[src/sv/i2c_write_waveform_gen_assert.svh]
// Assertion macros for the I2C write waveform generator.
// Used by the top level only; no other file depends on this header.
`ifndef I2C_WRITE_WAVEFORM_GEN_ASSERT_SVH
`define I2C_WRITE_WAVEFORM_GEN_ASSERT_SVH
`ifndef SYNTH
// Implication or plain property, checked on the rising edge outside reset.
`define IWG_ASSERT(lbl, clk, rst_n, prop) \
    lbl: assert property (@(posedge clk) disable iff (!rst_n) prop) \
        else $error("iwg assertion failed");
// Condition that must never be seen outside reset.
`define IWG_ASSERT_NEVER(lbl, clk, rst_n, expr) \
    lbl: assert property (@(posedge clk) disable iff (!rst_n) !(expr)) \
        else $error("iwg forbidden condition seen");
`else
`define IWG_ASSERT(lbl, clk, rst_n, prop)
`define IWG_ASSERT_NEVER(lbl, clk, rst_n, expr)
`endif
`endif

[src/sv/iwg_pkg.sv]
// Shared types and constants of the I2C write waveform generator.
// No dependencies; imported by the front, queue, back and top level.
`timescale 1ns / 1ps
`default_nettype none

package iwg_pkg;

    // Samples in the frame prefix: START pair plus nine SCL pulses.
    localparam int unsigned PRE_SAMPLES = 20;
    localparam int unsigned DATA_BITS   = 8;
    localparam int unsigned CNT_W       = 5;

    // One byte command as passed from the front to the back.
    // Data is already in sending order: bit 7 goes out first.
    typedef struct packed {
        logic [DATA_BITS-1:0] data;
        logic                 open_frame;
        logic                 last_byte;
    } t_cmd;

    // Status of the back sequencer, seen by the top level.
    typedef struct packed {
        logic       busy;
        logic [1:0] phase;
    } t_back_status;

endpackage

`default_nettype wire

[src/sv/i2c_write_waveform_gen.sv]
// I2C write waveform generator: byte beats in, (SCL, SDA) sample beats out.
// Path: a byte passes through the queue and the sequencer state into the output sample register.
// Throughput: one sample per cycle while the output is not stalled; 27 per byte, plus 20 for a frame-opening byte
// and 4 for a frame-closing byte, set by the single back sequencer.
// Reset: synchronous active low; clears the queue, frame state, order register and sequencer state.
`timescale 1ns / 1ps
`default_nettype none
`include "i2c_write_waveform_gen_assert.svh"

module i2c_write_waveform_gen
    import iwg_pkg::*;
#(
    parameter int unsigned QUEUE_DEPTH = 2
) (
    input  wire logic       i_clk,
    input  wire logic       i_rst_n,
    input  wire logic       i_cfg_wr_en,
    input  wire logic       i_cfg_wr_data,
    input  wire logic       i_in_valid,
    output logic            o_in_stall,
    input  wire logic [7:0] i_data_byte,
    input  wire logic       i_last_byte,
    output logic            o_out_valid,
    input  wire logic       i_out_stall,
    output logic            o_scl,
    output logic            o_sda,
    output logic            o_last_sample
);

    logic         q_full, q_push, q_pop, q_valid;
    t_cmd         q_in_cmd, q_out_cmd;
    t_back_status back_status;

    // Front end.
    iwg_front u_front (
        .i_clk         (i_clk),
        .i_rst_n       (i_rst_n),
        .i_cfg_wr_en   (i_cfg_wr_en),
        .i_cfg_wr_data (i_cfg_wr_data),
        .i_in_valid    (i_in_valid),
        .i_data_byte   (i_data_byte),
        .i_last_byte   (i_last_byte),
        .o_in_stall    (o_in_stall),
        .i_q_full      (q_full),
        .o_q_push      (q_push),
        .o_q_cmd       (q_in_cmd)
    );

    // Command queue.
    iwg_queue #(
        .DEPTH (QUEUE_DEPTH)
    ) u_queue (
        .i_clk   (i_clk),
        .i_rst_n (i_rst_n),
        .i_push  (q_push),
        .i_cmd   (q_in_cmd),
        .o_full  (q_full),
        .i_pop   (q_pop),
        .o_valid (q_valid),
        .o_cmd   (q_out_cmd)
    );

    // Back sequencer.
    iwg_back u_back (
        .i_clk         (i_clk),
        .i_rst_n       (i_rst_n),
        .i_q_valid     (q_valid),
        .i_q_cmd       (q_out_cmd),
        .o_q_pop       (q_pop),
        .o_out_valid   (o_out_valid),
        .i_out_stall   (i_out_stall),
        .o_scl         (o_scl),
        .o_sda         (o_sda),
        .o_last_sample (o_last_sample),
        .o_status      (back_status)
    );

    // The queue is never written while full.
    `IWG_ASSERT_NEVER(a_no_overflow, i_clk, i_rst_n, q_push && q_full)
    // Every byte ends on a sample with SCL high (ACK or STOP).
    `IWG_ASSERT(a_last_scl_high, i_clk, i_rst_n, o_out_valid && o_last_sample |-> o_scl)
    // A waiting command is picked up by an idle sequencer at once.
    `IWG_ASSERT(a_pickup, i_clk, i_rst_n, q_valid && !back_status.busy |=> back_status.busy)

endmodule

`default_nettype wire

[src/sv/iwg_front.sv]
// Front end: accepts byte beats, tracks frame opening and orders the data bits.
// Depends on iwg_pkg.
`timescale 1ns / 1ps
`default_nettype none

module iwg_front
    import iwg_pkg::*;
(
    input  wire logic                 i_clk,
    input  wire logic                 i_rst_n,
    input  wire logic                 i_cfg_wr_en,
    input  wire logic                 i_cfg_wr_data,
    input  wire logic                 i_in_valid,
    input  wire logic [DATA_BITS-1:0] i_data_byte,
    input  wire logic                 i_last_byte,
    output logic                      o_in_stall,
    input  wire logic                 i_q_full,
    output logic                      o_q_push,
    output t_cmd                      o_q_cmd
);

    logic r_lsb_first;
    logic r_in_frame;
    logic [DATA_BITS-1:0] s_rev;

    // Configuration register.
    always_ff @(posedge i_clk) begin
        if (!i_rst_n) begin
            r_lsb_first <= 1'b0;
        end else if (i_cfg_wr_en) begin
            r_lsb_first <= i_cfg_wr_data;
        end
    end

    // A beat is taken whenever the queue has room.
    assign o_in_stall = i_q_full;
    assign o_q_push   = i_in_valid && !i_q_full;

    // Frame tracking: a frame stays open until its last byte.
    always_ff @(posedge i_clk) begin
        if (!i_rst_n) begin
            r_in_frame <= 1'b0;
        end else if (o_q_push) begin
            r_in_frame <= !i_last_byte;
        end
    end

    // Bit reversal for least-significant-first sending.
    always_comb begin
        for (int k = 0; k < DATA_BITS; k++) begin
            s_rev[k] = i_data_byte[DATA_BITS-1-k];
        end
    end

    always_comb begin
        o_q_cmd.data       = r_lsb_first ? s_rev : i_data_byte;
        o_q_cmd.open_frame = !r_in_frame;
        o_q_cmd.last_byte  = i_last_byte;
    end

endmodule

`default_nettype wire

[src/sv/iwg_queue.sv]
// Short command queue between the front end and the back sequencer.
// Depends on iwg_pkg for the command type.
`timescale 1ns / 1ps
`default_nettype none

module iwg_queue
    import iwg_pkg::*;
#(
    parameter int unsigned DEPTH = 2
) (
    input  wire logic i_clk,
    input  wire logic i_rst_n,
    input  wire logic i_push,
    input  wire t_cmd i_cmd,
    output logic      o_full,
    input  wire logic i_pop,
    output logic      o_valid,
    output t_cmd      o_cmd
);

    localparam int unsigned PTR_W = (DEPTH > 1) ? $clog2(DEPTH) : 1;
    localparam int unsigned CNT_QW = $clog2(DEPTH + 1);

    t_cmd              r_mem [DEPTH];
    logic [PTR_W-1:0]  r_wr_ptr;
    logic [PTR_W-1:0]  r_rd_ptr;
    logic [CNT_QW-1:0] r_count;

    assign o_full  = (r_count == CNT_QW'(DEPTH));
    assign o_valid = (r_count != '0);
    assign o_cmd   = r_mem[r_rd_ptr];

    // Storage; no reset needed for payload.
    always_ff @(posedge i_clk) begin
        if (i_push) begin
            r_mem[r_wr_ptr] <= i_cmd;
        end
    end

    // Pointers and fill count.
    always_ff @(posedge i_clk) begin
        if (!i_rst_n) begin
            r_wr_ptr <= '0;
            r_rd_ptr <= '0;
            r_count  <= '0;
        end else begin
            if (i_push) begin
                r_wr_ptr <= (r_wr_ptr == PTR_W'(DEPTH - 1)) ? '0 : r_wr_ptr + 1'b1;
            end
            if (i_pop) begin
                r_rd_ptr <= (r_rd_ptr == PTR_W'(DEPTH - 1)) ? '0 : r_rd_ptr + 1'b1;
            end
            if (i_push && !i_pop) begin
                r_count <= r_count + 1'b1;
            end else if (i_pop && !i_push) begin
                r_count <= r_count - 1'b1;
            end
        end
    end

endmodule

`default_nettype wire

[src/sv/iwg_back.sv]
// Back sequencer: walks one byte command through its optional prefix, data, ACK and optional STOP,
// emitting one (SCL, SDA) sample per cycle into an output register while the output is not stalled.
// Depends on iwg_pkg.
`timescale 1ns / 1ps
`default_nettype none

module iwg_back
    import iwg_pkg::*;
(
    input  wire logic   i_clk,
    input  wire logic   i_rst_n,
    input  wire logic   i_q_valid,
    input  wire t_cmd   i_q_cmd,
    output logic        o_q_pop,
    output logic        o_out_valid,
    input  wire logic   i_out_stall,
    output logic        o_scl,
    output logic        o_sda,
    output logic        o_last_sample,
    output t_back_status o_status
);

    localparam logic [1:0] PH_PRE  = 2'd0;
    localparam logic [1:0] PH_DATA = 2'd1;
    localparam logic [1:0] PH_ACK  = 2'd2;
    localparam logic [1:0] PH_STOP = 2'd3;

    logic                 r_busy, n_busy;
    logic [1:0]           r_phase, n_phase;
    logic [CNT_W-1:0]     r_cnt, n_cnt;
    logic [1:0]           r_sub, n_sub;
    logic [DATA_BITS-1:0] r_sh, n_sh;
    logic                 r_stop, n_stop;
    logic                 r_prev_sda, n_prev_sda;
    logic                 r_out_valid;
    logic                 r_scl, r_sda, r_last;

    logic s_scl, s_sda, s_last;
    logic s_adv, s_step, s_take;

    // The output register moves when empty or when its beat is taken.
    assign s_adv  = !r_out_valid || !i_out_stall;
    assign s_step = r_busy && s_adv;
    assign s_take = i_q_valid && (!r_busy || (s_step && s_last));
    assign o_q_pop = s_take;

    // Sample for the current position of the sequence.
    always_comb begin
        s_scl  = 1'b0;
        s_sda  = 1'b0;
        s_last = 1'b0;
        unique case (r_phase)
            PH_PRE: begin
                // START high pair at the first step, then SCL pulses with SDA low.
                s_scl = (r_cnt == '0) ? 1'b1 : r_cnt[0];
                s_sda = (r_cnt == '0);
            end
            PH_DATA: begin
                s_scl = (r_sub == 2'd2);
                s_sda = (r_sub == 2'd0) ? r_prev_sda : r_sh[DATA_BITS-1];
            end
            PH_ACK: begin
                s_scl  = (r_sub == 2'd2);
                s_sda  = (r_sub == 2'd0) ? r_prev_sda : 1'b0;
                s_last = (r_sub == 2'd2) && !r_stop;
            end
            PH_STOP: begin
                s_scl  = r_sub[1];
                s_sda  = (r_sub == 2'd0) ? r_prev_sda : (r_sub == 2'd3);
                s_last = (r_sub == 2'd3);
            end
        endcase
    end

    // Next position of the sequence, and loading of a new command.
    always_comb begin
        n_busy     = r_busy;
        n_phase    = r_phase;
        n_cnt      = r_cnt;
        n_sub      = r_sub;
        n_sh       = r_sh;
        n_stop     = r_stop;
        n_prev_sda = r_prev_sda;
        if (s_step) begin
            n_prev_sda = s_sda;
            unique case (r_phase)
                PH_PRE: begin
                    if (r_cnt == CNT_W'(PRE_SAMPLES - 1)) begin
                        n_phase = PH_DATA;
                        n_cnt   = '0;
                        n_sub   = 2'd0;
                    end else begin
                        n_cnt = r_cnt + 1'b1;
                    end
                end
                PH_DATA: begin
                    if (r_sub == 2'd2) begin
                        n_sub = 2'd0;
                        n_sh  = {r_sh[DATA_BITS-2:0], 1'b0};
                        if (r_cnt == CNT_W'(DATA_BITS - 1)) begin
                            n_phase = PH_ACK;
                            n_cnt   = '0;
                        end else begin
                            n_cnt = r_cnt + 1'b1;
                        end
                    end else begin
                        n_sub = r_sub + 1'b1;
                    end
                end
                PH_ACK: begin
                    if (r_sub == 2'd2) begin
                        n_sub = 2'd0;
                        if (r_stop) begin
                            n_phase = PH_STOP;
                        end else begin
                            n_busy = 1'b0;
                        end
                    end else begin
                        n_sub = r_sub + 1'b1;
                    end
                end
                PH_STOP: begin
                    if (r_sub == 2'd3) begin
                        n_sub  = 2'd0;
                        n_busy = 1'b0;
                    end else begin
                        n_sub = r_sub + 1'b1;
                    end
                end
            endcase
        end
        if (s_take) begin
            n_busy  = 1'b1;
            n_phase = i_q_cmd.open_frame ? PH_PRE : PH_DATA;
            n_cnt   = '0;
            n_sub   = 2'd0;
            n_sh    = i_q_cmd.data;
            n_stop  = i_q_cmd.last_byte;
        end
    end

    // Sequencer control state.
    always_ff @(posedge i_clk) begin
        if (!i_rst_n) begin
            r_busy      <= 1'b0;
            r_phase     <= PH_PRE;
            r_cnt       <= '0;
            r_sub       <= 2'd0;
            r_prev_sda  <= 1'b0;
            r_out_valid <= 1'b0;
        end else begin
            r_busy     <= n_busy;
            r_phase    <= n_phase;
            r_cnt      <= n_cnt;
            r_sub      <= n_sub;
            r_prev_sda <= n_prev_sda;
            if (s_adv) begin
                r_out_valid <= r_busy;
            end
        end
    end

    // Command payload and output sample register.
    always_ff @(posedge i_clk) begin
        r_sh   <= n_sh;
        r_stop <= n_stop;
        if (s_adv) begin
            r_scl  <= s_scl;
            r_sda  <= s_sda;
            r_last <= s_last;
        end
    end

    assign o_out_valid     = r_out_valid;
    assign o_scl           = r_scl;
    assign o_sda           = r_sda;
    assign o_last_sample   = r_last;
    assign o_status.busy   = r_busy;
    assign o_status.phase  = r_phase;

endmodule

`default_nettype wire

[config.mk]
export PLATFORM = sky130hd
export DESIGN_NAME = i2c_write_waveform_gen
export DESIGN_NICKNAME = d
export VERILOG_FILES = /design/src/sv/iwg_pkg.sv /design/src/sv/i2c_write_waveform_gen.sv /design/src/sv/iwg_front.sv /design/src/sv/iwg_queue.sv /design/src/sv/iwg_back.sv
export VERILOG_INCLUDE_DIRS = /design/src /design/src/sv
export SDC_FILE = /design/constraint.sdc
export NUM_CORES = 1
export LEC_CHECK = 0
export ABC_AREA = 1
export BUFFER_PORTS_ARGS = -buffer_cell sky130_fd_sc_hd__buf_2
export CAP_MARGIN = 15
export CORE_ASPECT_RATIO = 1.4
export CORE_MARGIN = 10
export CORE_UTILIZATION = 53
export DETAILED_ROUTE_END_ITERATION = 8
export GPL_ROUTABILITY_DRIVEN = 0
export MAX_ROUTING_LAYER = met4
export PLACE_DENSITY = 0.76
export SLEW_MARGIN = 20
export SYNTH_ARGS = -nofsm -noshare
export SYNTH_HDL_FRONTEND = slang
export SYNTH_SLANG_ARGS = --single-unit
export TNS_END_PERCENT = 5
[constraint.sdc]
create_clock -name i_clk -period 1.9 [get_ports i_clk]
set_input_delay 0.095 -clock i_clk [delete_from_list [all_inputs] [get_ports i_clk]]
set_output_delay 0.095 -clock i_clk [all_outputs]
set_load 0.005 [all_outputs]
==> impl_results.md <==
- Status: completed
- CP max FO: 5
- Starting DRC count in detailed routing: 108
- Diode count: 0
- Placed cell areas: about 0.0027 mm^2
- Worst r2r dst: u_queue.r_count[1]$_SDFFE_PN0P_
- Antenna Nets Post-Route: 0
- Grt total ovfl: 0
- Setup violations, final: 0
- R2R depth: 12
- Area growth, synth to finish: 14.8%
- Root Driver: clkbuf_8
- Mapped Nets: 292
- Crit-path cells: inv_2 -> ha_4 -> nand3_1 -> o21ai_2 -> nand2_2 -> nand2_2 -> nand2_4 -> ha_1 -> a21oi_1 -> o21ai_1 -> o21ai_1 -> a21oi_1
- Clk sinks: 51
- Setup TNS: 0 ps
- Post-Route WL: 4200 um
- Die ar.: 0.00782 mm^2
- Longest Clk Path Bufs: 2
- Max-slew violation count: 0
- I/O pins: 20
- Final #Nets: 319
- Most frequent cells in the layout: nand2_1, edfxtp_1, inv_1
- Period utilisation layout: 94.3%
- Synth Cell Area: 0.00247 mm^2
- Critical path origin: u_back.r_sub[0]$_SDFFE_PP0P_
- Critical Path Slowest Stage Cell: dfxtp_4
- Initial antenna violation count: 0
- Synthesized instance count: 264
- First drt pass iteration count: 4
- Setup crit end: u_queue.r_count[1]$_SDFFE_PN0P_
- Clock period minus worst slack: about 1800 ps
- Max-Cap Viols: 0
- Pwr/cell area: 1300 mW/mm^2
- Worst R2R Setup Slack: 110 ps
- Post-detail-place hpwl: 3280 um
- Core Region: 0.00454 mm^2
- Worst-path clk slew: 90 ps
- Via-to-Cell Ratio: slightly above 5
- DRC: 0
- Post-synthesis sequential area ratio: 54.4%
- Most common cell after layout, fill and taps aside: nand2_1
- Synth area leaders: edfxtp_1, dfxtp_1, nand2_1
- Final Instance Area: 0.00283 mm^2
- Die Span X: 77.7 um
- First-pass GRT wire length: between 7000 and 8000 um
- Critical path arrival: 1980 ps
- Clk Latency, worst-skew pair: roughly 300 ps
- H-tree Lvls: 2
- Syn_area_per_cell: 9.34 um^2
- CP peak stage delay: between 300 and 400 ps
- Die Y: 101 um
- Post-synth top area cell: edfxtp_1
- Worst slew pin tran: 830 ps
- Post-synth cell types: 27
- Type of the worst min-delay path: in2reg
- Final clock skew: 11.1 ps
- Routed WL per cell: 11.9 um
- # rows: 29
- Reg2Reg Launch Point: u_back.r_sub[0]$_SDFFE_PP0P_
- Kind of start point of the critical path: flop
- Peak VDD IR: between 700 and 800 uV
- Ys Warns: 0
- Setup crit end kind: flop
- CP required: about 2100 ps
- Leak pwr: approximately 1.2 nW
- Slew margin rel.: 44.5%
- Largest net degree at the start of global routing: 18
- Initial core utilization: 54.4%
- DR vias: 1,788
- Fin. Hold Viols: 0
- Ratio of cells with drive above 1 in the final layout: between 20% and 30%
- WS Path Type: reg2reg
- Max frequency: 558 MHz
- Total GRT Usage: 11.9%
- Synth top area share: between 30% and 40%
- CTS Buf Count: 5
- PortBufs: 19
- Vias in the first global route: between 1,500 and 2,000
- CTS tree: yes
- RSZ-0062 raised after global routing: true
- Synth Register Bits: 51
==> cell usage after synthesis <==
cell      number
nand2_1       52
edfxtp_1      32
inv_1         32
o21ai_0       21
nor2_1        20
dfxtp_1       19
a21oi_1       15
ha_1          13
nand3_1       12
o211ai_1       8
or2_2          7
nand2_2        6
clkbuf_1       4
xor2_1         4
a21oi_2        3
nor3_1         3
a22oi_1        2
inv_2          2
a22o_1         1
a31oi_1        1
buf_6          1
inv_4          1
nand2_4        1
nor2_2         1
nor3_2         1
o21ai_2        1
o21bai_1       1
==> kinds of logic (layout without fill, tap and decap cells) <==
kind of cell               after synthesis  in the layout  synth area share [%]
and+or+nand+nor                        103            103                  18.4
AOI/OAI and AO/OA                       53             53                  12.7
DFF                                     51             51                  54.4
buffers and inverters                   40             68                  6.49
adders and majority gates               13             13                  6.60
xor gates and xnor gates                 4              4                  1.42
==> worst max-delay path, delay by kind of cell (launching register included) <==
family	cells	cell delay [ps]
flops	1	370
compound gates	5	490
buf+inv	1	90
simple gates	4	300
fa+ha+maj	2	450
==> worst min path at each step <==
stage / from / to / slack [ps] / cells after the start
after floorplan: i_last_byte / u_front.r_in_frame$_SDFFE_PN0P_ / 190 / 1
after CTS: i_cfg_wr_data / u_front.r_lsb_first$_SDFFE_PN0P_ / 20 / 3
after global routing: i_cfg_wr_data / u_front.r_lsb_first$_SDFFE_PN0P_ / 30 / 3
final: i_cfg_wr_data / u_front.r_lsb_first$_SDFFE_PN0P_ / 50 / 3
after detailed placement: i_cfg_wr_en / u_front.r_lsb_first$_SDFFE_PN0P_ / 290 / 2
after global placement: i_cfg_wr_en / u_front.r_lsb_first$_SDFFE_PN0P_ / 280 / 2
==> per-stage QoR <==
step	hold WS (ps)	std cells	power [mW]	worst slack, ps	util (%)
2_1_floorplan	185	264	2.65	8.82	-
3_3_place_gp	282	343	2.93	100	58.7
3_5_place_dp	292	343	2.96	5.41	58.7
4_1_cts	23.5	353	3.74	39.8	61.8
5_1_grt	26.7	354	3.99	-8.01	62.4
6_report	45.5	354	3.69	109	62.4
==> area by class of cell <==
class,instances,area [um^2]
clock inverter,2,35.0
clock buffer,6,82.6
inverter,35,134
timing repair buffer,25,145
fill,390,1710
multi-input combinational,173,1000
sequential,51,1350
tap,62,77.6
==> registers in the layout, indices dropped and copies added, names as in the netlist, 2 cells and up, named ones only <==
name             cells
u_queue.r_mem       20
u_back.r_sh          8
u_back.r_cnt         5
u_back.r_phase       2
u_back.r_sub         2
u_queue.r_count      2
==> where the power goes <==
group	switching (mW)	total [mW]	internal [mW]
clock	0.332	0.758	0.426
combinational	0.781	1.23	0.447
sequential	0.144	1.70	1.56
total	1.26	3.69	2.43
==> routing by layer <==
layer | GRT usage, % | part of all wire [%]
met5 | - | 0
met4 | 5.49 | 0.83
met3 | 2.23 | 2.6
met2 | 21.6 | 55
met1 | 12.1 | 42
==> what timing repair did <==
action | 4_1_cts | 5_1_grt
resized for setup | 2 | 7
hold endpoints to repair | 4 | 0
setup endpoints to repair | 1 | 10
pin swaps | 0 | 1
cloned | 0 | 0
hold buffers | 2 | 0
buffers inserted | 0 | 1
No activity file was read; power rests on OpenSTA's default activity.
